===== config.mk =====
export PLATFORM = sky130hd
export DESIGN_NAME = sha1_byte_stream_hasher
export DESIGN_NICKNAME = d
export VERILOG_FILES = /design/src/sv/sha1bsh_pkg.sv /design/src/sv/sha1_byte_stream_hasher.sv /design/src/sv/sha1bsh_core.sv
export SDC_FILE = /design/constraint.sdc
export NUM_CORES = 2
export LEC_CHECK = 0
export BUFFER_PORTS_ARGS = -buffer_cell sky130_fd_sc_hd__clkbuf_2
export CELL_PAD_IN_SITES_DETAIL_PLACEMENT = 0
export CELL_PAD_IN_SITES_GLOBAL_PLACEMENT = 1
export CORE_ASPECT_RATIO = 0.5
export CORE_MARGIN = 3
export CORE_UTILIZATION = 45
export CTS_CLUSTER_SIZE = 40
export DETAILED_ROUTE_END_ITERATION = 6
export GPL_TIMING_DRIVEN = 0
export MAX_ROUTING_LAYER = met4
export PLACE_DENSITY = 0.79
export REMOVE_ABC_BUFFERS = 1
export SLEW_MARGIN = 15
export SYNTH_ARGS = -nofsm -noshare
export SYNTH_HDL_FRONTEND = slang
export SYNTH_SLANG_ARGS = --single-unit

===== constraint.sdc =====
create_clock -name clk -period 29.7 [get_ports clk]
set_input_delay 4.455 -clock clk [delete_from_list [all_inputs] [get_ports clk]]
set_output_delay 4.455 -clock clk [all_outputs]
set_load 0.01 [all_outputs]

===== src/sv/sha1bsh_pkg.sv =====
package sha1bsh_pkg;

    typedef logic [4:0][31:0] chain_t;

    // Standard initial hash value, word 0 in the lowest slot.
    localparam chain_t SHA1_IV = {32'hc3d2e1f0, 32'h10325476, 32'h98badcfe,
                                  32'hefcdab89, 32'h67452301};

    localparam logic [31:0] K_00_19 = 32'h5a827999;
    localparam logic [31:0] K_20_39 = 32'h6ed9eba1;
    localparam logic [31:0] K_40_59 = 32'h8f1bbcdc;
    localparam logic [31:0] K_60_79 = 32'hca62c1d6;

    localparam logic [6:0] LAST_ROUND = 7'd79;

    localparam logic [7:0] PAD_BYTE   = 8'h80;
    localparam logic [3:0] LEN_WORD   = 4'd14;
    localparam logic [2:0] LAST_DIGEST = 3'd4;

    typedef enum logic [1:0] {
        REQ_BYTE  = 2'd0,
        REQ_END   = 2'd1,
        REQ_START = 2'd2,
        REQ_RSVD  = 2'd3
    } req_t;

    // Control from the sequencer to the compression core.
    typedef struct packed {
        logic        init;
        logic        push;
        logic        go;
        logic [31:0] word;
    } core_ctl_t;

endpackage


===== src/sv/sha1_byte_stream_hasher.sv =====
// SHA-1 hasher fed one request per transfer: add a byte, end the message, or start a new
// one. Every request returns one result transfer, except an accepted end, which returns the
// five digest words with last on the fifth. Requests are taken one at a time. A byte is
// accepted, then answered; every 64th byte also waits while the shared round unit runs 80
// rounds and the chaining add. An end feeds each padding and length byte (9 to 72) into the
// packer, waits for the round unit on each block this closes (one or two), then sends the
// digest words one per transfer, all held back while the output side stalls.
module sha1_byte_stream_hasher
    import sha1bsh_pkg::*;
(
    input  logic        clk,
    input  logic        rst_n,
    input  logic        in_valid,
    output logic        in_stall,
    input  logic [1:0]  req_type,
    input  logic [7:0]  data_byte,
    output logic        out_valid,
    input  logic        out_stall,
    output logic        accepted,
    output logic [31:0] digest_word,
    output logic [2:0]  word_index,
    output logic        last
);

    typedef enum logic [6:0] {
        S_IDLE  = 7'b0000001,
        S_PAD80 = 7'b0000010,
        S_PADZ  = 7'b0000100,
        S_LEN   = 7'b0001000,
        S_CWAIT = 7'b0010000,
        S_RESP  = 7'b0100000,
        S_DIG   = 7'b1000000
    } state_t;

    state_t      state_reg, state_next;
    state_t      ret_reg, ret_next;
    logic [23:0] partial_reg, partial_next;
    logic [1:0]  nbytes_reg, nbytes_next;
    logic [3:0]  nwords_reg, nwords_next;
    logic [63:0] bits_reg, bits_next;
    logic        finished_reg, finished_next;
    logic [2:0]  idx_reg, idx_next;
    logic        acc_reg, acc_next;

    logic        out_valid_reg, out_valid_next;
    logic        accepted_reg, accepted_next;
    logic [31:0] digest_word_reg, digest_word_next;
    logic [2:0]  word_index_reg, word_index_next;
    logic        last_reg, last_next;

    logic        ab_en;
    logic [7:0]  ab_byte;
    logic        ab_go;
    logic        out_free;
    logic [63:0] len_shift;
    core_ctl_t   core_ctl;
    logic        core_busy;
    chain_t      chain;

    sha1bsh_core u_core (
        .clk   (clk),
        .rst_n (rst_n),
        .ctl   (core_ctl),
        .busy  (core_busy),
        .chain (chain)
    );

    assign out_free  = !out_valid_reg || !out_stall;
    assign ab_go     = (nbytes_reg == 2'd3) && (nwords_reg == 4'hf);
    assign len_shift = bits_reg >> {~idx_reg, 3'b000};

    always_comb
    begin
        state_next       = state_reg;
        ret_next         = ret_reg;
        partial_next     = partial_reg;
        nbytes_next      = nbytes_reg;
        nwords_next      = nwords_reg;
        bits_next        = bits_reg;
        finished_next    = finished_reg;
        idx_next         = idx_reg;
        acc_next         = acc_reg;
        out_valid_next   = out_valid_reg && out_stall;
        accepted_next    = accepted_reg;
        digest_word_next = digest_word_reg;
        word_index_next  = word_index_reg;
        last_next        = last_reg;
        ab_en            = 1'b0;
        ab_byte          = '0;
        core_ctl         = '0;

        unique case (state_reg)
            S_IDLE:
            begin
                if (in_valid)
                begin
                    priority if (req_type == REQ_START)
                    begin
                        partial_next  = '0;
                        nbytes_next   = '0;
                        nwords_next   = '0;
                        bits_next     = '0;
                        finished_next = 1'b0;
                        core_ctl.init = 1'b1;
                        acc_next      = 1'b1;
                        state_next    = S_RESP;
                    end
                    else if (req_type == REQ_RSVD || finished_reg)
                    begin
                        acc_next   = 1'b0;
                        state_next = S_RESP;
                    end
                    else if (req_type == REQ_BYTE)
                    begin
                        ab_en      = 1'b1;
                        ab_byte    = data_byte;
                        bits_next  = bits_reg + 64'd8;
                        acc_next   = 1'b1;
                        ret_next   = S_RESP;
                        state_next = ab_go ? S_CWAIT : S_RESP;
                    end
                    else
                    begin
                        acc_next   = 1'b1;
                        state_next = S_PAD80;
                    end
                end
            end
            S_PAD80:
            begin
                ab_en      = 1'b1;
                ab_byte    = PAD_BYTE;
                ret_next   = S_PADZ;
                state_next = ab_go ? S_CWAIT : S_PADZ;
            end
            S_PADZ:
            begin
                if (nwords_reg == LEN_WORD && nbytes_reg == 2'd0)
                begin
                    idx_next   = '0;
                    state_next = S_LEN;
                end
                else
                begin
                    ab_en    = 1'b1;
                    ret_next = S_PADZ;
                    if (ab_go)
                    begin
                        state_next = S_CWAIT;
                    end
                end
            end
            S_LEN:
            begin
                // Length goes out most significant byte first.
                ab_en    = 1'b1;
                ab_byte  = len_shift[7:0];
                idx_next = idx_reg + 3'd1;
                ret_next = (idx_reg == 3'd7) ? S_DIG : S_LEN;
                if (ab_go)
                begin
                    state_next = S_CWAIT;
                end
                else if (idx_reg == 3'd7)
                begin
                    state_next = S_DIG;
                end
            end
            S_CWAIT:
            begin
                if (!core_busy)
                begin
                    state_next = ret_reg;
                end
            end
            S_RESP:
            begin
                if (out_free)
                begin
                    out_valid_next   = 1'b1;
                    accepted_next    = acc_reg;
                    digest_word_next = '0;
                    word_index_next  = '0;
                    last_next        = 1'b1;
                    state_next       = S_IDLE;
                end
            end
            S_DIG:
            begin
                if (out_free)
                begin
                    out_valid_next   = 1'b1;
                    accepted_next    = 1'b1;
                    digest_word_next = chain[idx_reg];
                    word_index_next  = idx_reg;
                    last_next        = (idx_reg == LAST_DIGEST);
                    if (idx_reg == LAST_DIGEST)
                    begin
                        idx_next      = '0;
                        finished_next = 1'b1;
                        state_next    = S_IDLE;
                    end
                    else
                    begin
                        idx_next = idx_reg + 3'd1;
                    end
                end
            end
            default:
            begin
                state_next = S_IDLE;
            end
        endcase

        // Pack the byte; push each completed word into the core.
        if (ab_en)
        begin
            if (nbytes_reg != 2'd3)
            begin
                partial_next = {partial_reg[15:0], ab_byte};
                nbytes_next  = nbytes_reg + 2'd1;
            end
            else
            begin
                core_ctl.push = 1'b1;
                core_ctl.go   = ab_go;
                core_ctl.word = {partial_reg, ab_byte};
                partial_next  = '0;
                nbytes_next   = '0;
                nwords_next   = nwords_reg + 4'd1;
            end
        end
    end

    always_ff @(posedge clk or negedge rst_n)
    begin
        if (!rst_n)
        begin
            state_reg     <= S_IDLE;
            ret_reg       <= S_IDLE;
            partial_reg   <= '0;
            nbytes_reg    <= '0;
            nwords_reg    <= '0;
            bits_reg      <= '0;
            finished_reg  <= 1'b0;
            idx_reg       <= '0;
            acc_reg       <= 1'b0;
            out_valid_reg <= 1'b0;
        end
        else
        begin
            state_reg     <= state_next;
            ret_reg       <= ret_next;
            partial_reg   <= partial_next;
            nbytes_reg    <= nbytes_next;
            nwords_reg    <= nwords_next;
            bits_reg      <= bits_next;
            finished_reg  <= finished_next;
            idx_reg       <= idx_next;
            acc_reg       <= acc_next;
            out_valid_reg <= out_valid_next;
        end
    end

    always_ff @(posedge clk)
    begin
        accepted_reg    <= accepted_next;
        digest_word_reg <= digest_word_next;
        word_index_reg  <= word_index_next;
        last_reg        <= last_next;
    end

    assign in_stall    = (state_reg != S_IDLE);
    assign out_valid   = out_valid_reg;
    assign accepted    = accepted_reg;
    assign digest_word = digest_word_reg;
    assign word_index  = word_index_reg;
    assign last        = last_reg;

endmodule


===== src/sv/sha1bsh_core.sv =====
module sha1bsh_core
    import sha1bsh_pkg::*;
(
    input  logic      clk,
    input  logic      rst_n,
    input  core_ctl_t ctl,
    output logic      busy,
    output chain_t    chain
);

    logic [31:0] window_reg [16];
    logic [31:0] window_next [16];
    logic [31:0] a_reg, b_reg, c_reg, d_reg, e_reg;
    logic [31:0] a_next, b_next, c_next, d_next, e_next;
    logic [6:0]  round_reg, round_next;
    logic        rounds_reg, rounds_next;
    logic        add_reg, add_next;
    chain_t      chain_reg, chain_next;

    logic [31:0] f_val;
    logic [31:0] k_val;
    logic [31:0] w_new;
    logic [31:0] w_mix;
    logic [31:0] tmp;

    always_comb
    begin
        priority if (round_reg < 7'd20)
        begin
            f_val = (b_reg & c_reg) | (~b_reg & d_reg);
            k_val = K_00_19;
        end
        else if (round_reg < 7'd40)
        begin
            f_val = b_reg ^ c_reg ^ d_reg;
            k_val = K_20_39;
        end
        else if (round_reg < 7'd60)
        begin
            f_val = (b_reg & c_reg) ^ (b_reg & d_reg) ^ (c_reg & d_reg);
            k_val = K_40_59;
        end
        else
        begin
            f_val = b_reg ^ c_reg ^ d_reg;
            k_val = K_60_79;
        end
    end

    assign w_mix = window_reg[13] ^ window_reg[8] ^ window_reg[2] ^ window_reg[0];
    assign w_new = {w_mix[30:0], w_mix[31]};
    assign tmp   = {a_reg[26:0], a_reg[31:27]} + f_val + e_reg + k_val + window_reg[0];

    always_comb
    begin
        window_next = window_reg;
        a_next      = a_reg;
        b_next      = b_reg;
        c_next      = c_reg;
        d_next      = d_reg;
        e_next      = e_reg;
        round_next  = round_reg;
        rounds_next = rounds_reg;
        add_next    = 1'b0;
        chain_next  = chain_reg;

        if (ctl.init)
        begin
            chain_next = SHA1_IV;
        end
        else if (ctl.push)
        begin
            for (int i = 0; i < 15; i++)
            begin
                window_next[i] = window_reg[i + 1];
            end
            window_next[15] = ctl.word;
            if (ctl.go)
            begin
                rounds_next = 1'b1;
                round_next  = '0;
                a_next      = chain_reg[0];
                b_next      = chain_reg[1];
                c_next      = chain_reg[2];
                d_next      = chain_reg[3];
                e_next      = chain_reg[4];
            end
        end
        else if (rounds_reg)
        begin
            // Advance the schedule window by one word each round.
            for (int i = 0; i < 15; i++)
            begin
                window_next[i] = window_reg[i + 1];
            end
            window_next[15] = w_new;
            a_next = tmp;
            b_next = a_reg;
            c_next = {b_reg[1:0], b_reg[31:2]};
            d_next = c_reg;
            e_next = d_reg;
            round_next = round_reg + 7'd1;
            if (round_reg == LAST_ROUND)
            begin
                rounds_next = 1'b0;
                add_next    = 1'b1;
            end
        end
        else if (add_reg)
        begin
            chain_next[0] = chain_reg[0] + a_reg;
            chain_next[1] = chain_reg[1] + b_reg;
            chain_next[2] = chain_reg[2] + c_reg;
            chain_next[3] = chain_reg[3] + d_reg;
            chain_next[4] = chain_reg[4] + e_reg;
        end
    end

    always_ff @(posedge clk or negedge rst_n)
    begin
        if (!rst_n)
        begin
            round_reg  <= '0;
            rounds_reg <= 1'b0;
            add_reg    <= 1'b0;
            chain_reg  <= SHA1_IV;
        end
        else
        begin
            round_reg  <= round_next;
            rounds_reg <= rounds_next;
            add_reg    <= add_next;
            chain_reg  <= chain_next;
        end
    end

    always_ff @(posedge clk)
    begin
        window_reg <= window_next;
        a_reg      <= a_next;
        b_reg      <= b_next;
        c_reg      <= c_next;
        d_reg      <= d_next;
        e_reg      <= e_next;
    end

    assign busy  = rounds_reg | add_reg;
    assign chain = chain_reg;

endmodule


==> run metrics <==
DR pass1 iterations=7; postcts setup bufs=0; Post-Synth Adder-Cell Area=10.6%; Commonest cells post-synth=741 x nand2_1, 709 x edfxtp_1, 290 x nor2_1, 275 x a21oi_1, 229 x ha_1; ys async rst share=around 28%; CP peak stage delay=0.92 ns; Seq cells post-synth=between 900 and 1000; Synth area leaders=edfxtp_1 42%, dfrtp_1 9.7%, ha_1 5.7%, nand2_1 5.5%, fa_1 4.9%; Clk Latency, worst-skew pair=0.69 ns; power per cell area=a little over 60 nW/um^2; Slowest cell on crit path=a41oi_1; flop-to-flop setup slack=21.02 ns; Worst EP arrival=9.12 ns; Net Switching=roughly 0.00097 W; reg2reg start=u_core.round_reg[2]; share of the synthesized area in the top cell type=42.1%; Mapped Area=50600 sq um; worst hold start=u_core.window_reg[369]; Die Span Y=243 um; Seq pwr share=47.9%; post-synthesis compound-gate area fraction=11.1%; first-pass GRT wire length=approximately 200000 um; Max Buffers Root-to-Sink=3; Final GP Congestion=approximately 0.9; Syn. warnings=0; nets=~4800; Post-DRT Antenna Nets=0; slew at the pin with the worst max-slew slack=around 1.2 ns; Post-CTS Resized=0; Syn Inst Count=4330; most common cell in the netlist=nand2_1; register area share after synthesis=between 50% and 60%; Buf/Inv on CP=6; Initial DRC Count=3107; Synth area leader=edfxtp_1; XOR/XNOR Fraction of Synth Area=~5.3%; die span in x=480 um; GRT overflow=0; clock sink total=987; clock-pin slew on the worst setup and hold paths=approximately 0.07 ns; Reg2Reg Depth=27; number of global-route vias before repair=roughly 33000; cts bufs inserted=92; cts-stage hold buffer count=0; EDFF count, synth=709; final wirelength=127000 um; Largest register FFs=between 500 and 600; mux cell area share after synthesis=under 10%; I/O pin count=53; post-DR wirelength/cell=21.4 um; Int Pwr=0.00249 W; Worst Path Required=~30 ns; clk root buf=clkbuf_16; Total GRT Usage=~23%; number of diodes=0; fin crit share=between 20 and 30%; Endpoint, Worst Hold=u_core.window_reg[401]; CP max FO=35; Max transition margin=19.2%; Max Cap Viol=0; CP top delay family=compound AO/OA/AOI/OAI gates; Total Power=0.00346 W; status=finished, violations left; Via Count=33558; Net Sw Frac=28.0%; layout cells sized above 1=under 10%; Final Setup Violations=0; Slew Limit Fails=0; failing checks=design-rule violations; Fin Hold WS=between 0.4 and 0.5 ns; number of H-tree levels=3; Avg Inst Size Synth=11.7 sq um; simple-gate share of the synthesized area=11.7%; Cell variety after synth=97; RSZ-0062 raised after global routing=false; end of the worst register-to-register path=u_core.a_reg[31]; Final Skew=0.0210 ns; starting density of the core=45.6%; die area=117000 sq um; hold path depth=0; worst vdd ir=43.6 uV; Site Rows=86; largest net degree at the start of global routing=84; worst min path class=reg2reg; Main synth FF type=edfxtp_1; Syn-to-layout area delta=12.3%; CTS tree=done; Clock power frac=35.3%; buffers added on ports=52; f_max=115 MHz; crit start category=register; Comb power frac=16.8%; fin crit period=between 8 and 9 ns; dpl hpwl=91000 um; Core Region=111000 sq um; initial antenna violation count=0; Hold Fails Final Rpt=0; vias per inst=5.63; # DRC=6; critical path class=reg2reg; largest family of logic cells by synthesized area=simple AND/OR/NAND/NOR gates; leakage=~22 nW; endpoint class of the critical path=register
how the worst max path moves through the flow:
| stage | startpoint | end | slack, ns | cells after the start |
|---|---|---|---|---|
| 2_1_floorplan | req_type[0] | u_core.window_reg[0] | -5.33 | 6 |
| 5_1_grt | u_core.round_reg[4] | u_core.a_reg[31] | 20.68 | 27 |
| 3_3_place_gp | req_type[0] | u_core.window_reg[136] | -18.46 | 7 |
| 6_report | u_core.round_reg[2] | u_core.a_reg[31] | 21.02 | 27 |
| 3_5_place_dp | req_type[0] | u_core.window_reg[329] | 20.92 | 15 |
| 4_1_cts | u_core.round_reg[2] | u_core.a_reg[31] | 21.06 | 27 |
cell families after synthesis:
family          after synthesis
xor+xnor                    307
fa+ha+maj                   353
mux                          56
flops                       987
buf+inv                     381
simple gates               1359
compound gates              887
power groups by stage:
stage | sequential [W] | combinational (W) | clock [W]
2_1_floorplan | 0.00167 | 0.000393 | 0
3_5_place_dp | 0.00168 | 0.000574 | 0
6_report | 0.00166 | 0.000580 | 0.00122
3_3_place_gp | 0.00171 | 0.000527 | 0
5_1_grt | 0.00167 | 0.000637 | 0.00130
4_1_cts | 0.00166 | 0.000576 | 0.00125
layout make-up:
type	count	area (sq um)
clock buffers	110	2370
clock inverters	60	697
fillers	9442	54000
inverters	224	843
multi-input cells	2962	20800
flip-flops and latches	987	28400
well taps	1496	1870
repair buffers	119	1810
per-layer routing:
layer	up-vias	part of all wire [%]	global-route usage, %
met5	-	0	-
met4	0	3.0	6.72
met3	219	6.1	3.04
met2	1069	44	32.2
met1	16744	47	33.5
li1	15526	-	-
per-stage QoR:
| stage | util (%) | instances | setup slack [ns] | setup TNS [ns] | area (sq um) |
|---|---|---|---|---|---|
| 6_report | 51.2 | 5958 | 21.02 | 0 | 56800 |
| 5_1_grt | 51.2 | 5958 | 20.68 | 0 | 56800 |
| 4_1_cts | 51.2 | 5958 | 21.06 | 0 | 56800 |
| 3_5_place_dp | 48.5 | 5788 | 20.92 | 0 | 53700 |
| 3_3_place_gp | 47.0 | 5721 | -18.46 | -9423.27 | 52000 |
| 2_1_floorplan | - | 4173 | -5.33 | -2727.27 | 49900 |
cell usage in the layout, fill, tap and decap left out, types with 92 or more instances in the layout:
| cell | n |
|---|---|
| fa_1 | 124 |
| nand2_1 | 738 |
| dfrtp_1 | 194 |
| clkbuf_16 | 92 |
| xor2_1 | 116 |
| o21ai_0 | 204 |
| xnor2_1 | 191 |
| ha_1 | 229 |
| edfxtp_1 | 709 |
| inv_1 | 221 |
| a21oi_1 | 274 |
| nor2_1 | 289 |
(Power assumes the default switching activity.)
